[config.mk]
export PLATFORM = sky130hd
export DESIGN_NAME = uasmd_mul_stage
export DESIGN_NICKNAME = d
export VERILOG_FILES = /design/src/uasmd_mul_stage.sv
export SDC_FILE = /design/constraint.sdc
export NUM_CORES = 1
export LEC_CHECK = 0
export CAP_MARGIN = 15
export CORE_ASPECT_RATIO = 1.25
export CORE_MARGIN = 2
export CORE_UTILIZATION = 47
export DETAILED_ROUTE_END_ITERATION = 7
export DONT_BUFFER_PORTS = 1
export PLACE_DENSITY = 0.73
export SLEW_MARGIN = 15
export SYNTH_ARGS = -nofsm -noshare
export SYNTH_HDL_FRONTEND = slang
export SYNTH_SLANG_ARGS = --single-unit
[constraint.sdc]
create_clock -name clk -period 16.25 [get_ports clk]
set_input_delay 2.4375 -clock clk [delete_from_list [all_inputs] [get_ports clk]]
set_output_delay 2.4375 -clock clk [all_outputs]
set_load 0.02 [all_outputs]
[src/uasmd_mul_stage.sv]
// ----------------------------------------------------------------------------
// uasmd_mul_stage
// Two-stage low-half multiplier built from registered half-width-split products.
// ----------------------------------------------------------------------------
module uasmd_mul_stage #(
    parameter int WIDTH = 32
) (
    input  logic             clk,
    input  logic [WIDTH-1:0] a,
    input  logic [WIDTH-1:0] b,
    output logic [WIDTH-1:0] prod
);

    localparam int HALF = WIDTH / 2;
    localparam int UPR  = WIDTH - HALF;

    logic [WIDTH-1:0] ll_reg;
    logic [WIDTH-1:0] lh_reg;
    logic [WIDTH-1:0] hl_reg;
    logic [WIDTH-1:0] prod_reg;
    logic [WIDTH-1:0] prod_next;

    always_ff @(posedge clk)
    begin
        ll_reg <= WIDTH'({{UPR{1'b0}}, a[HALF-1:0]} * {{UPR{1'b0}}, b[HALF-1:0]});
        lh_reg <= WIDTH'({{HALF{1'b0}}, a[WIDTH-1:HALF]} * {{UPR{1'b0}}, b[HALF-1:0]});
        hl_reg <= WIDTH'({{UPR{1'b0}}, a[HALF-1:0]} * {{HALF{1'b0}}, b[WIDTH-1:HALF]});
    end

    assign prod_next = ll_reg + ((lh_reg + hl_reg) << HALF);

    always_ff @(posedge clk)
    begin
        prod_reg <= prod_next;
    end

    assign prod = prod_reg;

endmodule

==> results of run 1 <==
[per-layer routing]
metal / vias up / wire length [µm] / part of all wire, % / track usage [%]
met5: - / 13 / 0.029 / 0
met4: 2 / 1980 / 4.4 / 9.92
met3: 107 / 2230 / 4.9 / 3.11
met2: 359 / 23200 / 51 / 38.8
met1: 7060 / 17900 / 39 / 26.6
li1: 6375 / - / - / -
[final timing paths]
| kind | startpoint | endpoint | depth (start not counted) |
|---|---|---|---|
| setup reg to reg | lh_reg[0]$_DFF_P_ | prod[31]$_DFF_P_ | 15 |
| setup / recovery | b[4] | ll_reg[31]$_DFF_P_ | 21 |
| hold reg to reg | ll_reg[11]$_DFF_P_ | prod[11]$_DFF_P_ | 0 |
| hold / removal | ll_reg[11]$_DFF_P_ | prod[11]$_DFF_P_ | 0 |
[area by class of cell]
class                           count  area share, %
Multi-Input combinational cell   1529           76.5
Sequential cell                    96           9.58
Inverter                          478           8.94
Tap cell                          552           3.44
Clock buffer                        9           1.12
Clock inverter                      7          0.368
[layout by cell type, fill, tap and decap left out, types with 2 or more instances in the layout]
cell type,instances
inv_1,478
fa_1,356
nand2_1,345
ha_1,232
and2_1,212
xnor2_1,106
dfxtp_1,96
a21oi_1,49
nor2_1,31
xor2_1,30
a21o_1,22
o21ai_0,17
nand3_1,17
nor3_1,16
o21bai_1,12
clkbuf_16,9
nand2b_1,6
a31oi_1,6
and3_1,6
o21a_1,6
nor2b_1,5
or2_2,5
a211oi_1,4
nand4_1,4
a211o_1,4
o2111ai_1,4
o41a_1,4
or3_1,3
o211ai_1,3
clkinv_4,3
o31a_1,2
a31o_2,2
o31ai_1,2
a21o_2,2
and3b_1,2
inv_8,2
[kinds of logic after synthesis]
kind of cell | after synthesis | share of synthesized area (%)
xor+xnor | 136 | 6.14
simple gates | 656 | 16.2
mux | 1 | 0.0516
flops | 96 | 9.91
buf+inv | 565 | 10.9
fa+ha+maj | 588 | 51.7
compound gates | 148 | 5.11
[metrics by stage]
stage	instances	hold slack, ps
final	2671	328
after global routing	2671	327
after CTS	2671	329
after detailed placement	2655	312
after global placement	2655	315
after floorplan	2190	310
==> run_results.csv, run 1 <==
group,metric,value,unit
clocking,htreeDepth,3,
cells_and_area,seq_area,1920,µm²
detailed_routing,post_drt_wl_per_cell,16.9,µm
synth,synth_edf_count,0,
worst_setup_path,crit_path_start_kind,"input port",
place,portBuffers,0,
run,cap_violations,0,
clocking,cts_root_buf,"clkbuf_16",
global_route,grt_max_degree,33,
cells_and_area,fillers,3801,
floorplanning,die_y,231,µm
cells_and_area,fin_util,49.0,%
clocking,cts_hold_buffers,0,
synth,synth_area,19400,µm²
cells_and_area,layout.nets,2767,
worst_setup_path,path_buf_inv,4,
worst_setup_path,cp_cell_sequence,"and2_1 > fa_1 > inv_1 > fa_1 > fa_1 > fa_1 > inv_1 > fa_1 > inv_1 > fa_1 > inv_1 > ha_1 > a21o_1 > a21o_1 > a21oi_1 > o2111ai_1 > a21oi_1 > nor3_1 > a211oi_1 > mux2i_1 > a221oi_1",
global_route,antenna_found_initial,1,
place,dpl-instance-area,19800,µm²
synth,syn_inst,2190,
detailed_routing,vias,13903,
global_route,grt_pass1_vias,14954,
synth,synth_top_area_share,36.7,%
floorplanning,num_rows,83,
global_route,grt_pass1_wl,74500,µm
clocking,tritoncts,"built",
sta,grt_setup_unrepaired,"no",
detailed_routing,vias_per_cell,5.21,
clocking,post-cts-setup-buffers,0,
cells_and_area,syn2layout_area_growth,3.42,%
sta,slew-limit-headroom,63.5,%
sta,slew_violations,0,
floorplanning,initial_core_util,47.4,%
detailed_routing,ant_nets,0,
floorplanning,die_w,186,µm
worst_setup_path,criticalPathCategory,"in2reg",
place,post-place-ws,8120,ps
synth,synthDistinctLibCells,48,
detailed_routing,drc,0,
worst_setup_path,worstPathMaxFanout,28,
worst_setup_path,timing.reg2reg.setup_slack,12190,ps
worst_setup_path,slowest_stage,"fa_1",
global_route,grt_usage,22.1,%
sta,fin_worst_skew,8.49,ps
sta,fin_crit,7770,ps
sta,hold_violations,0,
synth,yosysMostFrequentCell,"inv_1",
worst_setup_path,cp-end-kind,"register",
worst_setup_path,required,16470,ps
worst_setup_path,critPathTopFamily,"adder cells",
floorplanning,io-pin-count,97,
worst_setup_path,crit_top_cell,"fa_1",
worst_hold_path,hold_class,"reg2reg",
synth,yosysSeqAreaShare,9.91,%
clocking,clk_latency,340,ps
detailed_routing,drt_iter0_drc,745,
floorplanning,dieArea,42900,µm²
place,dp_hpwl,36500,µm
synth,synth_area_leaders,"fa_1, ha_1, dfxtp_1",
cells_and_area,antenna_cells,0,
sta,tns,0,ps
synth,yosys_warnings,0,
cells_and_area,drive_gt1_share,1.27,%
worst_setup_path,max_stage_delay,540,ps
sta,worst_pin_slew,543,ps
cells_and_area,final_area,20100,µm²
synth,synthFlopType,"dfxtp_1",
clocking,clk_pin_slew,70,ps
floorplanning,core-area,40900,µm²
place,place.gp.congestion,0.860,
sta,fmax,129,MHz
sta,setup_viol,0,
cells_and_area,multi_input_area,15400,µm²
outcome,outcome,"finished clean",
synth,synth-seq-cells,96,
global_route,overflow,0,
sta,fin_ws,8480,ps
synth,synth.avg_cell_area,8.86,µm²
synth,synth_nets,2843,
synth,async_reset_ff_share,0,%
synth,synth_common_cells,"inv_1, fa_1, nand2_1, ha_1, and2_1",
detailed_routing,firstDrtPassIters,7,
worst_setup_path,crit_arrival,7980,ps
clocking,cts_resized,0,
clocking,numCtsBuffers,9,
sta,period_share,47.8,%
synth,yosysTopAreaCell,"fa_1",
clocking,cts_max_path_buffers,2,
clocking,clkSinkCount,96,
detailed_routing,wl,45200,µm
Power of run 1 is left out: the tool's default activity adds up to more than one toggle a clock period on the data nets, which glitch-free logic cannot reach.
==> inputs of run 2 (changes only) <==
==> constraint.sdc (replaced) <==
create_clock -name clk -period 7.2 [get_ports clk]
set_input_delay 1.08 -clock clk [delete_from_list [all_inputs] [get_ports clk]]
set_output_delay 1.08 -clock clk [all_outputs]
set_load 0.02 [all_outputs]
==> run 2 against run 1 <==
Against the previous run:
- clock skew grew 4.1 ps
- hold slack gained 0.77 ps
- die area is the same
- critical path depth is the same
- wire length grew 1.6%
- clock-buffer cell count is the same
- final cell count is the same
- sequential share of layout area is the same
- critical path type unchanged
- largest cell class unchanged
==> run_results.csv, run 2 (synthesized netlist as in run 1, its figures left out) <==
group,metric,value,unit
detailed_routing,post_drt_wl_per_cell,17.2,µm
clocking,post-cts-setup-buffers,0,
sta,hold_violations,0,
run,cap_violations,0,
worst_setup_path,reg2reg_depth,15,
clocking,clkSinkCount,96,
worst_setup_path,r2r_start,"lh_reg[0]$_DFF_P_",
global_route,met2_usage,39.8,%
place,place.gp.congestion,0.858,
worst_setup_path,worstPathMaxFanout,28,
detailed_routing,drc,0,
clocking,cts_hold_buffers,0,
worst_setup_path,crit_path_start_kind,"input port",
worst_setup_path,required,7420,ps
clocking,clk_latency,350,ps
floorplanning,io-pin-count,97,
cells_and_area,layout.nets,2767,
floorplanning,dieArea,42900,µm²
detailed_routing,vias_per_cell,5.23,
sta,period_share,89.3,%
cells_and_area,antenna_cells,0,
floorplanning,die_y,231,µm
detailed_routing,vias,13979,
sta,slew_violations,0,
clocking,cts_resized,0,
global_route,grt-busiest-layer,"met2",
sta,grt_setup_unrepaired,"no",
floorplanning,core-area,40900,µm²
worst_setup_path,criticalPathCategory,"in2reg",
outcome,outcome,"finished clean",
sta,slew-limit-headroom,63.9,%
worst_setup_path,cp_cell_sequence,"and2_1 > fa_1 > inv_1 > fa_1 > fa_1 > fa_1 > inv_1 > fa_1 > inv_1 > fa_1 > inv_1 > ha_1 > a21o_1 > a21o_1 > a21oi_1 > o2111ai_1 > a21oi_1 > nor3_1 > a211oi_1 > mux2i_1 > a221oi_1",
worst_hold_path,hold_class,"reg2reg",
global_route,grt_pass1_vias,15103,
worst_setup_path,timing.reg2reg.setup_slack,3190,ps
cells_and_area,syn2layout_area_growth,3.42,%
worst_setup_path,cp-end-kind,"register",
global_route,use_met3,3.08,%
detailed_routing,ant_nets,0,
floorplanning,initial_core_util,47.4,%
floorplanning,die_w,186,µm
global_route,antenna_found_initial,2,
cells_and_area,final_common_cell,"inv_1",
floorplanning,num_rows,83,
detailed_routing,drt_iter0_drc,776,
clocking,htreeDepth,3,
place,portBuffers,0,
cells_and_area,final_cell_mix,"inv_1, fa_1, nand2_1",
global_route,grt_max_degree,33,
clocking,clk_pin_slew,70,ps
worst_setup_path,r2r_end,"prod[31]$_DFF_P_",
detailed_routing,firstDrtPassIters,5,
sta,fin_worst_skew,12.6,ps
worst_setup_path,cp-endpoint,"ll_reg[31]$_DFF_P_",
clocking,cts_max_path_buffers,2,
sta,tns,0,ps
sta,fin_crit,6430,ps
global_route,grt_pass1_wl,74900,µm
sta,fmax,155,MHz
global_route,grt_usage,22.3,%
worst_setup_path,crit_arrival,6650,ps
sta,worst_pin_slew,537,ps
global_route,overflow,0,
clocking,cts_root_buf,"clkbuf_16",
worst_setup_path,slowest_stage,"fa_1",
detailed_routing,wl,46000,µm
sta,setup_viol,0,
worst_setup_path,crit_top_cell,"fa_1",
clocking,tritoncts,"built",
worst_setup_path,max_stage_delay,550,ps
place,dp_hpwl,36800,µm
cells_and_area,drive_gt1_share,1.27,%
worst_setup_path,critPathLaunch,"b[4]",
global_route,met1_usage,26.4,%
clocking,numCtsBuffers,9,
==> run 2: cell counts in the layout (fill, tap and decap cells not counted) <==
No cell type changed its count.
==> run 2: worst min path at each step <==
stage / cells past startpoint / startpoint / endpoint / slack (ps)
6_report: 0 / ll_reg[15]$_DFF_P_ / prod[15]$_DFF_P_ / 330
5_1_grt: 0 / ll_reg[2]$_DFF_P_ / prod[2]$_DFF_P_ / 330
4_1_cts: 0 / ll_reg[15]$_DFF_P_ / prod[15]$_DFF_P_ / 330
3_5_place_dp: 0 / ll_reg[5]$_DFF_P_ / prod[5]$_DFF_P_ / 310
3_3_place_gp: 0 / ll_reg[15]$_DFF_P_ / prod[15]$_DFF_P_ / 310
2_1_floorplan: 0 / ll_reg[0]$_DFF_P_ / prod[0]$_DFF_P_ / 310
==> run 2: layer usage <==
metal	vias to the layer above	part of all wire (%)	routed length (µm)
met5	-	0.061	28
met4	4	4.2	1920
li1	6388	-	-
met2	431	52	23800
met3	112	5.1	2350
met1	7044	39	17800
==> run 2: metrics by stage <==
stage / cells / setup WS, ps / utilization, % / hold slack, ps / area, µm²
detailed placement: 2655 / 387 / 48.3 / 312 / 19800
floorplan: 2190 / 406 / - / 310 / 19400
global route: 2671 / 404 / 49.0 / 334 / 20100
finish: 2671 / 768 / 49.0 / 329 / 20100
CTS: 2671 / 739 / 49.0 / 328 / 20100
global placement: 2655 / 459 / 48.3 / 315 / 19800
==> run 2: final cells by class <==
type,count,area (µm²)
Fill cell,3795,20900
Tap cell,552,691
Multi-Input combinational cell,1529,15400
Clock buffer,9,225
Sequential cell,96,1920
Clock inverter,7,73.8
Inverter,478,1790
==> run 2: critical path: cells and delay by family <==
family	cells	cell delay [ps]
buffers and inverters	4	190
muxes	1	240
and+or+nand+nor	2	260
AOI/OAI and AO/OA	7	1550
adders and majority gates	7	3310
Power of run 2 is left out for the same reason.
