--- config.mk ---
export PLATFORM = sky130hd
export DESIGN_NAME = uasmd_div_stage
export DESIGN_NICKNAME = d
export VERILOG_FILES = /design/src/uasmd_div_stage.sv
export SDC_FILE = /design/constraint.sdc
export NUM_CORES = 1
export LEC_CHECK = 0
export CORE_MARGIN = 5
export CORE_UTILIZATION = 45
export CTS_CLUSTER_DIAMETER = 40
export CTS_CLUSTER_SIZE = 10
export DETAILED_ROUTE_END_ITERATION = 8
export DONT_BUFFER_PORTS = 1
export GPL_TIMING_DRIVEN = 0
export SLEW_MARGIN = 20
export SYNTH_ARGS = -nofsm -noshare
export SYNTH_HDL_FRONTEND = slang
export SYNTH_SLANG_ARGS = --single-unit
--- constraint.sdc ---
create_clock -name clk -period 32.9 [get_ports clk]
set_input_delay 1.645 -clock clk [delete_from_list [all_inputs] [get_ports clk]]
set_output_delay 1.645 -clock clk [all_outputs]
set_load 0.02 [all_outputs]
--- src/uasmd_div_stage.sv ---
// ----------------------------------------------------------------------------
// uasmd_div_stage
// One registered stage of restoring division: resolves STEPS quotient bits.
// ----------------------------------------------------------------------------
module uasmd_div_stage #(
    parameter int WIDTH = 32,
    parameter int STEPS = 4
) (
    input  logic             clk,
    input  logic [WIDTH-1:0] rem_in,
    input  logic             rem_hi_in,
    input  logic [WIDTH-1:0] num_in,
    input  logic [WIDTH-1:0] quo_in,
    input  logic [WIDTH-1:0] den_in,
    output logic [WIDTH-1:0] rem_out,
    output logic             rem_hi_out,
    output logic [WIDTH-1:0] num_out,
    output logic [WIDTH-1:0] quo_out,
    output logic [WIDTH-1:0] den_out
);

    logic [WIDTH-1:0] rem_next;
    logic [WIDTH-1:0] num_next;
    logic [WIDTH-1:0] quo_next;

    logic [WIDTH-1:0] rem_reg;
    logic             rem_hi_reg;
    logic [WIDTH-1:0] num_reg;
    logic [WIDTH-1:0] quo_reg;
    logic [WIDTH-1:0] den_reg;

    always_comb
    begin
        logic             hi;
        logic [WIDTH-1:0] r;
        logic [WIDTH-1:0] n;
        logic [WIDTH-1:0] q;
        r  = rem_in;
        hi = rem_hi_in;
        n  = num_in;
        q  = quo_in;
        for (int s = 0; s < STEPS; s++)
        begin
            hi = r[WIDTH-1];
            r  = {r[WIDTH-2:0], n[WIDTH-1]};
            n  = {n[WIDTH-2:0], 1'b0};
            if (hi || (r >= den_in))
            begin
                r = r - den_in;
                q = {q[WIDTH-2:0], 1'b1};
            end
            else
            begin
                q = {q[WIDTH-2:0], 1'b0};
            end
        end
        rem_next = r;
        num_next = n;
        quo_next = q;
    end

    always_ff @(posedge clk)
    begin
        rem_reg    <= rem_next;
        rem_hi_reg <= 1'b0;
        num_reg    <= num_next;
        quo_reg    <= quo_next;
        den_reg    <= den_in;
    end

    assign rem_out    = rem_reg;
    assign rem_hi_out = rem_hi_reg;
    assign num_out    = num_reg;
    assign quo_out    = quo_reg;
    assign den_out    = den_reg;

endmodule

==> metrics.txt, run 1 <==
status complete, no violations; Comb pwr share about three quarters; TritonCTS Buffers 17; post-synthesis async set-or-reset flop share 0%; RSZ-0062 raised after global routing false; placed cell count around 1600; DRC 0; required time worst endpoint between 30 and 40 ns; initial core utilization 45.9%; I/O pins roughly 260; remaining antenna violation count 0; drt pass-1 iters 5; minimum clock period roughly 14 ns; Tcrit/Tclk final between 40 and 50%; post_cts resized 0; gr usage total 23.7%; sequential share of power roughly 15%; EDFF count, synth 0; Rel. slew slack around a third; Final Hold Fails 0; grt ovf 0; Chip Width ~170 µm; routed length per instance roughly 20 µm; gpl congestion 0.964; initial antenna violation count 0; LEAKAGE ~5.2 nW; post-DP HPWL between 20000 and 30000 µm; layout net count 1593; Worst-Margin Slew between 0.9 and 1 ns; Crit path largest cell delay 0.51 ns; Max clock buf depth 2; Post-Syn Area per Cell between 8 and 9 µm²; setup-violating endpoint count in the final report 0; routed wire length around 33000 µm; # H-tree levels 4; sw frac about 47%; Clock Pin Slew Worst Setup and Hold Paths approximately 0.070 ns; CP Capture Type flop; Yosys reg bits roughly 120; CTS tree done; Crit Path Class in2reg; Clk network pwr share 11.6%; Most common cell on crit path o21ai_0; largest net degree at the start of global routing 17; global-route wire length before repair just over 50000 µm; Port Buffers 0; Max Freq 71.6 MHz; via count approximately 10000; critical path data arrival time between 10 and 15 ns; hold buffers post-CTS 0; Most used DFF post-synth dfxtp_1; Seq/Total Area, Yosys a little under a quarter; pwr/cell area 135 nW/µm²; CTS root buffer clkbuf_16; post-synthesis cell type count 82; share of the synthesized area in the top cell type between 20% and 30%; max-cap viol count 0; Synthesis Warnings 0; vias per std cell around 6; row count between 50 and 60; startpoint types primary input; worst vdd ir ~80 µV; CTS sink count around 120; Antenna Cells 0; CP Max Fanout 10; chip height 165 µm; Synth-to-Final Area Change 9.05%; proportion of layout cells with a drive suffix above 1 roughly an eighth; Slowest-stage cell, CP o21ai_0; Yosys top cell by area dfxtp_1; worst hold slack ~1.2 ns; Int Pwr between 0.8 and 0.9 mW; Post-CTS Repair Setup Buffers 0; First DRT Iteration DRCs 640; Cell Area, Synth roughly 11000 µm²; Final TNS setup 0 ns; Sw Pwr 0.757 mW; vias in the first global route approximately 9500; Max Slew Vio Count 0; top post-synthesis cells by area dfxtp_1, ha_1, mux2_2, a21oi_1, xnor2_1; Mapped Cells around 1300; Core Region between 20000 and 25000 µm²; HP Class in2reg; Cell Count, Final, Fillers Out roughly 1700; die area roughly 27000 µm²
==> kinds of logic (layout without fill, tap and decap cells) <==
family	Yosys count	in the layout	share of synthesized area (%)
muxes	86	86	8.92
and+or+nand+nor	339	339	14.9
buffers and inverters	114	146	4.87
adders and majority gates	132	132	15.5
AOI/OAI and AO/OA	404	404	24.0
xor gates and xnor gates	108	108	8.74
other	1	5	0.0346
DFF	124	124	22.9
==> through the flow <==
| stage | utilization (%) | cell area (µm²) | power, mW | setup WS (ns) |
|---|---|---|---|---|
| final | 50.0 | 11800 | 1.60 | 18.94 |
| after global routing | 50.0 | 11800 | 1.73 | 18.17 |
| after CTS | 50.0 | 11800 | 1.59 | 19.14 |
| after detailed placement | 47.6 | 11200 | 1.40 | 18.74 |
| after global placement | 47.6 | 11200 | 1.39 | 18.68 |
| after floorplan | - | 10800 | 1.17 | 21.18 |
==> placed cells by master (no fill, tap or decap), drive strengths merged, types with 13 or more instances in the layout <==
master and instances:
clkbuf 29, xnor2 77, nor2 98, nand4 23, nand2b 19, a21oi 141, nand2 97, and3 13
inv 80, buf 29, a21o 41, nand3 24, o21a 16, a31oi 13, mux2 75, ha 128
o21ai 79, xor2 31, nor3 20, dfxtp 124
==> final timing paths <==
kind,start,endpoint,slack [ns],cells past startpoint
setup / recovery,den_in[17],rem_out[29],18.94,50
hold / removal,den_in[16],den_out[16],1.23,0
==> metal layers <==
metal  vias to the layer above  global-route usage, %  routed length (µm)
li1                       4832                      -                   -
met1                      4491                   30.3               14100
met2                       342                   41.1               16300
met3                        52                   3.80                2080
met4                         0                   7.15                 758
met5                         -                      0                   0
==> layout make-up <==
type                            instances  area (µm²)
Clock inverter                         14         136
Sequential cell                       124        2480
Inverter                               74         278
Clock buffer                           18         429
Multi-Input combinational cell       1074        7830
Tap cell                              319         399
Fill cell                            2327       11800
Buffer                                 40         249
==> state kept, by name, indices dropped and copies added, names as in the netlist <==
signal and flops:
den_out 32, quo_out 32, rem_out 32, num_out 28
==> power by group through the flow <==
stage / Combinational [mW] / Sequential (mW) / Clock, mW
3_3_place_gp: 1.14 / 0.246 / 0
4_1_cts: 1.16 / 0.243 / 0.191
3_5_place_dp: 1.15 / 0.246 / 0
5_1_grt: 1.29 / 0.245 / 0.197
6_report: 1.17 / 0.242 / 0.185
2_1_floorplan: 0.927 / 0.239 / 0
==> synthesized netlist by cell type, types with 11 or more instances <==
cell type and n:
a21oi_1 141, mux2i_1 11, ha_1 128, nor2b_1 11
a31oi_1 13, o21a_1 16, xnor2_1 77, dfxtp_1 124
mux2_2 72, nand3_1 24, nand2_1 96, inv_1 71
xor2_1 31, nand2b_1 19, buf_2 13, a21o_1 41
o21ai_0 75, nand4_1 23, nor3_1 20, nor2_1 97
clkbuf_1 11, and3_1 13
==> critical path, delay by kind of cell <==
kind | cells | cell delay [ns]
buffers and inverters | 11 | 2.14
adders and majority gates | 4 | 1.42
AOI/OAI and AO/OA | 25 | 6.82
muxes | 2 | 0.67
and+or+nand+nor | 8 | 1.54
Note: power is estimated with default switching activity, not from simulation.
==> run 2, diff against run 1 <==
Settings changed: ABC_AREA set to 1.
Clock period 32.9 ns to 12.8 ns, I/O delays scaled along.
==> run 2 against run 1 <==
  * Final area increased by 13%
  * Synthesized cell count up 54%
  * Flip-flop and latch count did not move
  * Via count up 33%
==> metrics.txt, run 2 <==
Hold Startpoint quo_in[13]; LEAKAGE 6.97 nW (+33%); simple-gate portion of the synthesized area 36.1% (+21 points); post-synthesis async set-or-reset flop share 0% (unchanged); proportion of layout cells with a drive suffix above 1 4.43% (-7.3 points); Max clock buf depth 2 (unchanged); layout net count 2304 (+45%); worst hold slack 0.228 ns (-1.00 ns); Filler cells 2823 (+21%); Final Hold Fails 0 (unchanged); Levels on crit path 56 (+12%); pwr/cell area 312 nW/µm² (+130%); via count 13000 (+33%); hold path endpoint quo_out[17]; minimum clock period ~10 ns; RSZ-0062 raised after global routing false; drt pass-1 iters 5 (unchanged); Yosys reg bits 124 (unchanged); CP Capture Type flop; max-cap viol count 0 (unchanged); Chip Width 175 µm (+6.1%); Max Slew Vio Count 0 (unchanged); largest family of logic cells by synthesized area simple AND/OR/NAND/NOR gates; EDFF count, synth 0 (unchanged); Most used DFF post-synth dfxtp_1; highest-count cells in the layout ignoring fill and taps nand2_1, inv_1, nor2_1; xor and xnor area share after synthesis 6.63% (-2.1 points); Core Region 27000 µm² (+14%); Top delay family on crit path compound AO/OA/AOI/OAI gates; CP Max Fanout 10 (unchanged); Mapped Cells 2019 (+54%); # H-tree levels 4 (unchanged); Slowest-stage cell, CP a21oi_1; gpl congestion 0.976 (+1.2%); Worst-Margin Slew 0.926 ns (-0.0445 ns); post-synthesis mux area share 0% (-8.9 points); routed length per instance 18.6 µm (-7.1%); routed wire length 44600 µm (+34%); WHS Path Cells 0 (unchanged); synth cell count leaders nand2_1, inv_1, nor2_1; Design Power 4.15 mW (+160%); Antenna Cells 0 (unchanged); Tcrit/Tclk final 81.3%; HP Class in2reg; CTS sink count 124 (unchanged); CTS tree done; Rel. slew slack 38.3% (+3.4 points); chip height 175 µm (+6.1%); final core area utilization 49.3% (-0.67 points); post-synthesis cell type count 45 (-45%); CTS root buffer clkbuf_16; Port Buffers 0 (unchanged); vias per std cell 5.41 (-7.4%); hold buffers post-CTS 0 (unchanged); Synth-to-Final Area Change 8.20%; Final TNS setup 0 ns (unchanged); critical path data arrival time 10.78 ns (-3.50 ns); initial core utilization 45.6% (-0.26 points); worst vdd ir 136 µV (+70%); post_cts resized 0 (unchanged); vias in the first global route 12400 (+31%); area share of fa/ha/maj cells after synthesis 13.7% (-1.8 points); Clock Pin Slew Worst Setup and Hold Paths 0.07 ns (about the same); grt ovf 0 (unchanged); Crit path largest cell delay 0.72 ns (+0.21 ns); top post-synthesis cells by area nand2_1, dfxtp_1, ha_1, inv_1, a21oi_1; post-DP HPWL 37500 µm (+36%); most common cell after layout, fill and taps aside nand2_1; DRC 0 (unchanged); gr usage total 28.3% (+4.6 points); die area 30700 µm² (+13%); row count 60 (+7.1%); I/O pins 259 (unchanged); share of the synthesized area in the top cell type 21.4% (-1.5 points); largest net degree at the start of global routing 17 (unchanged); setup-violating endpoint count in the final report 0 (unchanged); Crit Path Class in2reg; most numerous cell in the Yosys netlist nand2_1; Synthesis Warnings 0 (unchanged); footprint of the multi-input gates 8570 µm² (+9.5%); Post-CTS Repair Setup Buffers 0 (unchanged); Max Freq a little under 100 MHz; status complete, no violations; Reg area 2480 µm² (unchanged); startpoint types primary input; Yosys top cell by area nand2_1; Cell Area, Synth 12300 µm² (+13%); remaining antenna violation count 0 (unchanged); initial antenna violation count 1 (+1); Synth Area in Compound Gates 13.3% (-11 points); First DRT Iteration DRCs 1059 (+65%); Post-Syn Area per Cell 6.09 µm² (-26%); global-route wire length before repair 68300 µm (+35%); Most common cell on crit path nand2_1; Seq/Total Area, Yosys 20.2% (-2.7 points); TritonCTS Buffers 17 (unchanged); required time worst endpoint 13.17 ns (-20.05 ns); CP Buf/Inv Count 12 (+1)
-- run 2: area by class of cell --
class,count,area share (%)
Sequential cell,124,18.7
Inverter,276,7.79
Multi-Input combinational cell,1591,64.5
Clock buffer,17,3.20
Tap cell,341,3.21
Clock inverter,14,1.05
Buffer,32,1.57
-- run 2: worst max path at each step --
stage / from / end / slack, ns
after floorplan: num_in[31] / rem_out[1] / 4.94
after global placement: den_in[21] / rem_out[20] / 2.20
after detailed placement: den_in[24] / rem_out[20] / 2.17
after CTS: den_in[24] / rem_out[22] / 2.57
after global routing: den_in[21] / rem_out[20] / 1.85
final: den_in[21] / rem_out[20] / 2.39
-- run 2: cell families (layout without fill, tap and decap cells) --
family / Yosys count / after routing
xor gates and xnor gates: 93 / 93
buffers and inverters: 308 / 339
and+or+nand+nor: 1068 / 1068
other: 1 / 5
AOI/OAI and AO/OA: 293 / 293
adders and majority gates: 132 / 132
DFF: 124 / 124
-- run 2: power by group --
group	switching, mW	leakage (nW)	internal [mW]
sequential	0.117	1.05	0.490
clock	0.218	0.266	0.271
combinational	2.00	5.66	1.06
total	2.33	6.97	1.82
-- run 2: layer usage --
metal  global-route usage [%]  vias up  wire length [µm]
li1                         -     6529                 -
met1                     34.0     5844             18300
met2                     49.8      499             21200
met3                     5.13       93              3300
met4                     11.6        0              1840
met5                        0        -                 0
-- run 2: stage by stage --
| step | area (µm²) | instances | setup slack [ns] |
|---|---|---|---|
| floorplan | 12300 | 2023 | 4.94 |
| global placement | 12700 | 2364 | 2.20 |
| detailed placement | 12700 | 2364 | 2.17 |
| CTS | 13300 | 2395 | 2.57 |
| global route | 13300 | 2395 | 1.85 |
| finish | 13300 | 2395 | 2.39 |
==> run 3, diff against run 2 <==
Clock period 12.8 ns to 10.15 ns, I/O delays scaled along.
==> run 3 against run 2 <==
  * Sequential power increased by 26%
  * Final area increased by 0.17%
  * Cell count did not move
  * Combinational power is 26% higher
  * Critical endpoint is now rem_out[15]
==> metrics.txt, run 3 (synthesis results as in run 2) <==
Crit path largest cell delay 0.42 ns (-0.30 ns); global-route wire length before repair 68300 µm (unchanged); Most common cell on crit path nand2_1; GRT met3 Usage 5.13% (unchanged); Final Hold Fails 0 (unchanged); pre-CTS setup slack -0.343 ns (-2.52 ns); Design Power 5.25 mW (+26%); Tcrit/Tclk final between 90 and 100%; I/O pins 259 (unchanged); pwr/cell area 394 nW/µm² (+26%); LEAKAGE 6.98 nW (+0.17%); layer with the highest usage met2; Max Slew Vio Count 0 (unchanged); proportion of layout cells with a drive suffix above 1 4.63% (+0.19 points); Filler cells 2820 (-0.11%); Cell Count, Final, Fillers Out 2395 (unchanged); Post-CTS Repair Setup Buffers 0 (unchanged); worst vdd ir 170 µV (+24%); routed length per instance 18.6 µm (about the same); initial antenna violation count 1 (unchanged); routed wire length 44600 µm (about the same); Worst-Margin Slew 0.847 ns (-0.0788 ns); hold buffers post-CTS 0 (unchanged); HP Class in2reg; via count 12900 (-0.17%); TritonCTS Buffers 17 (unchanged); initial core utilization 45.6% (unchanged); die area 30700 µm² (unchanged); footprint of the multi-input gates 8590 µm² (+0.22%); CP Max Fanout 10 (unchanged); met1 track demand over resource 34.0% (unchanged); drt pass-1 iters 5 (unchanged); Chip Width 175 µm (unchanged); Max clock buf depth 2 (unchanged); CTS root buffer clkbuf_16; post-DP HPWL 37500 µm (unchanged); startpoint types primary input; remaining antenna violation count 0 (unchanged); vias per std cell 5.40 (-0.17%); DRC 0 (unchanged); RSZ-0062 raised after global routing false; grt ovf 0 (unchanged); Clock Pin Slew Worst Setup and Hold Paths 0.07 ns (about the same); First DRT Iteration DRCs 1052 (-0.66%); Synth-to-Final Area Change 8.38%; CTS sink count 124 (unchanged); Max Freq 104 MHz; Port Buffers 0 (unchanged); row count 60 (unchanged); highest-count cells in the layout ignoring fill and taps nand2_1, inv_1, nor2_1; Reg area 2480 µm² (unchanged); gr usage total 28.3% (unchanged); Final TNS setup 0 ns (unchanged); minimum clock period between 9 and 10 ns; setup-violating endpoint count in the final report 0 (unchanged); max-cap viol count 0 (unchanged); CP Capture Type flop; Crit Path Class in2reg; Core Region 27000 µm² (unchanged); layout net count 2304 (unchanged); largest net degree at the start of global routing 17 (unchanged); GR Util met2 49.8% (unchanged); Antenna Cells 0 (unchanged); most common cell after layout, fill and taps aside nand2_1; critical path data arrival time 10.00 ns (-0.78 ns); required time worst endpoint 10.51 ns (-2.66 ns); # H-tree levels 4 (unchanged); chip height 175 µm (unchanged); placed cell count 2364 (unchanged); post-route setup slack 0.508 ns (-1.88 ns); gpl congestion 0.976 (unchanged); Rel. slew slack 42.8% (+4.5 points); status complete, no violations; vias in the first global route 12400 (unchanged); post_cts resized 0 (unchanged); Slowest-stage cell, CP o21ai_0; final core area utilization 49.4% (+0.084 points); CTS tree done
run 3: final cells by class:
| class | count | area share (%) |
|---|---|---|
| multi-input combinational | 1591 | 64.5 |
| clock buffer | 17 | 3.19 |
| tap | 341 | 3.20 |
| inverter | 276 | 7.78 |
| clock inverter | 14 | 1.05 |
| buffer | 32 | 1.60 |
| sequential | 124 | 18.6 |
run 3: critical path, delay by kind of cell:
family	cells	cell delay (ns)
buf+inv	12	2.16
fa+ha+maj	4	1.43
compound gates	11	2.55
simple gates	29	3.27
run 3: path summary, 6_finish.rpt:
| path | start | end | slack (ns) | cells past startpoint |
|---|---|---|---|---|
| setup / recovery | den_in[21] | rem_out[15] | 0.51 | 56 |
| hold / removal | den_in[2] | den_out[2] | 0.1 | 0 |
run 3: where the power goes:
part           switching (mW)  internal (mW)  total [mW]
Clock                   0.274          0.341       0.615
Combinational            2.52           1.34        3.87
Sequential              0.148          0.618       0.766
Total                    2.95           2.30        5.25
run 3: through the flow:
step	hold slack, ns	area, µm²
floorplan	0.535	12300
global placement	0.535	12700
detailed placement	0.535	12700
CTS	0.0915	13300
global route	0.0890	13300
finish	0.0967	13300
run 3: layer usage:
metal	vias up	wire length, µm
met4	0	1840
met1	5813	18300
met5	-	0
li1	6535	-
met3	93	3270
met2	502	21100
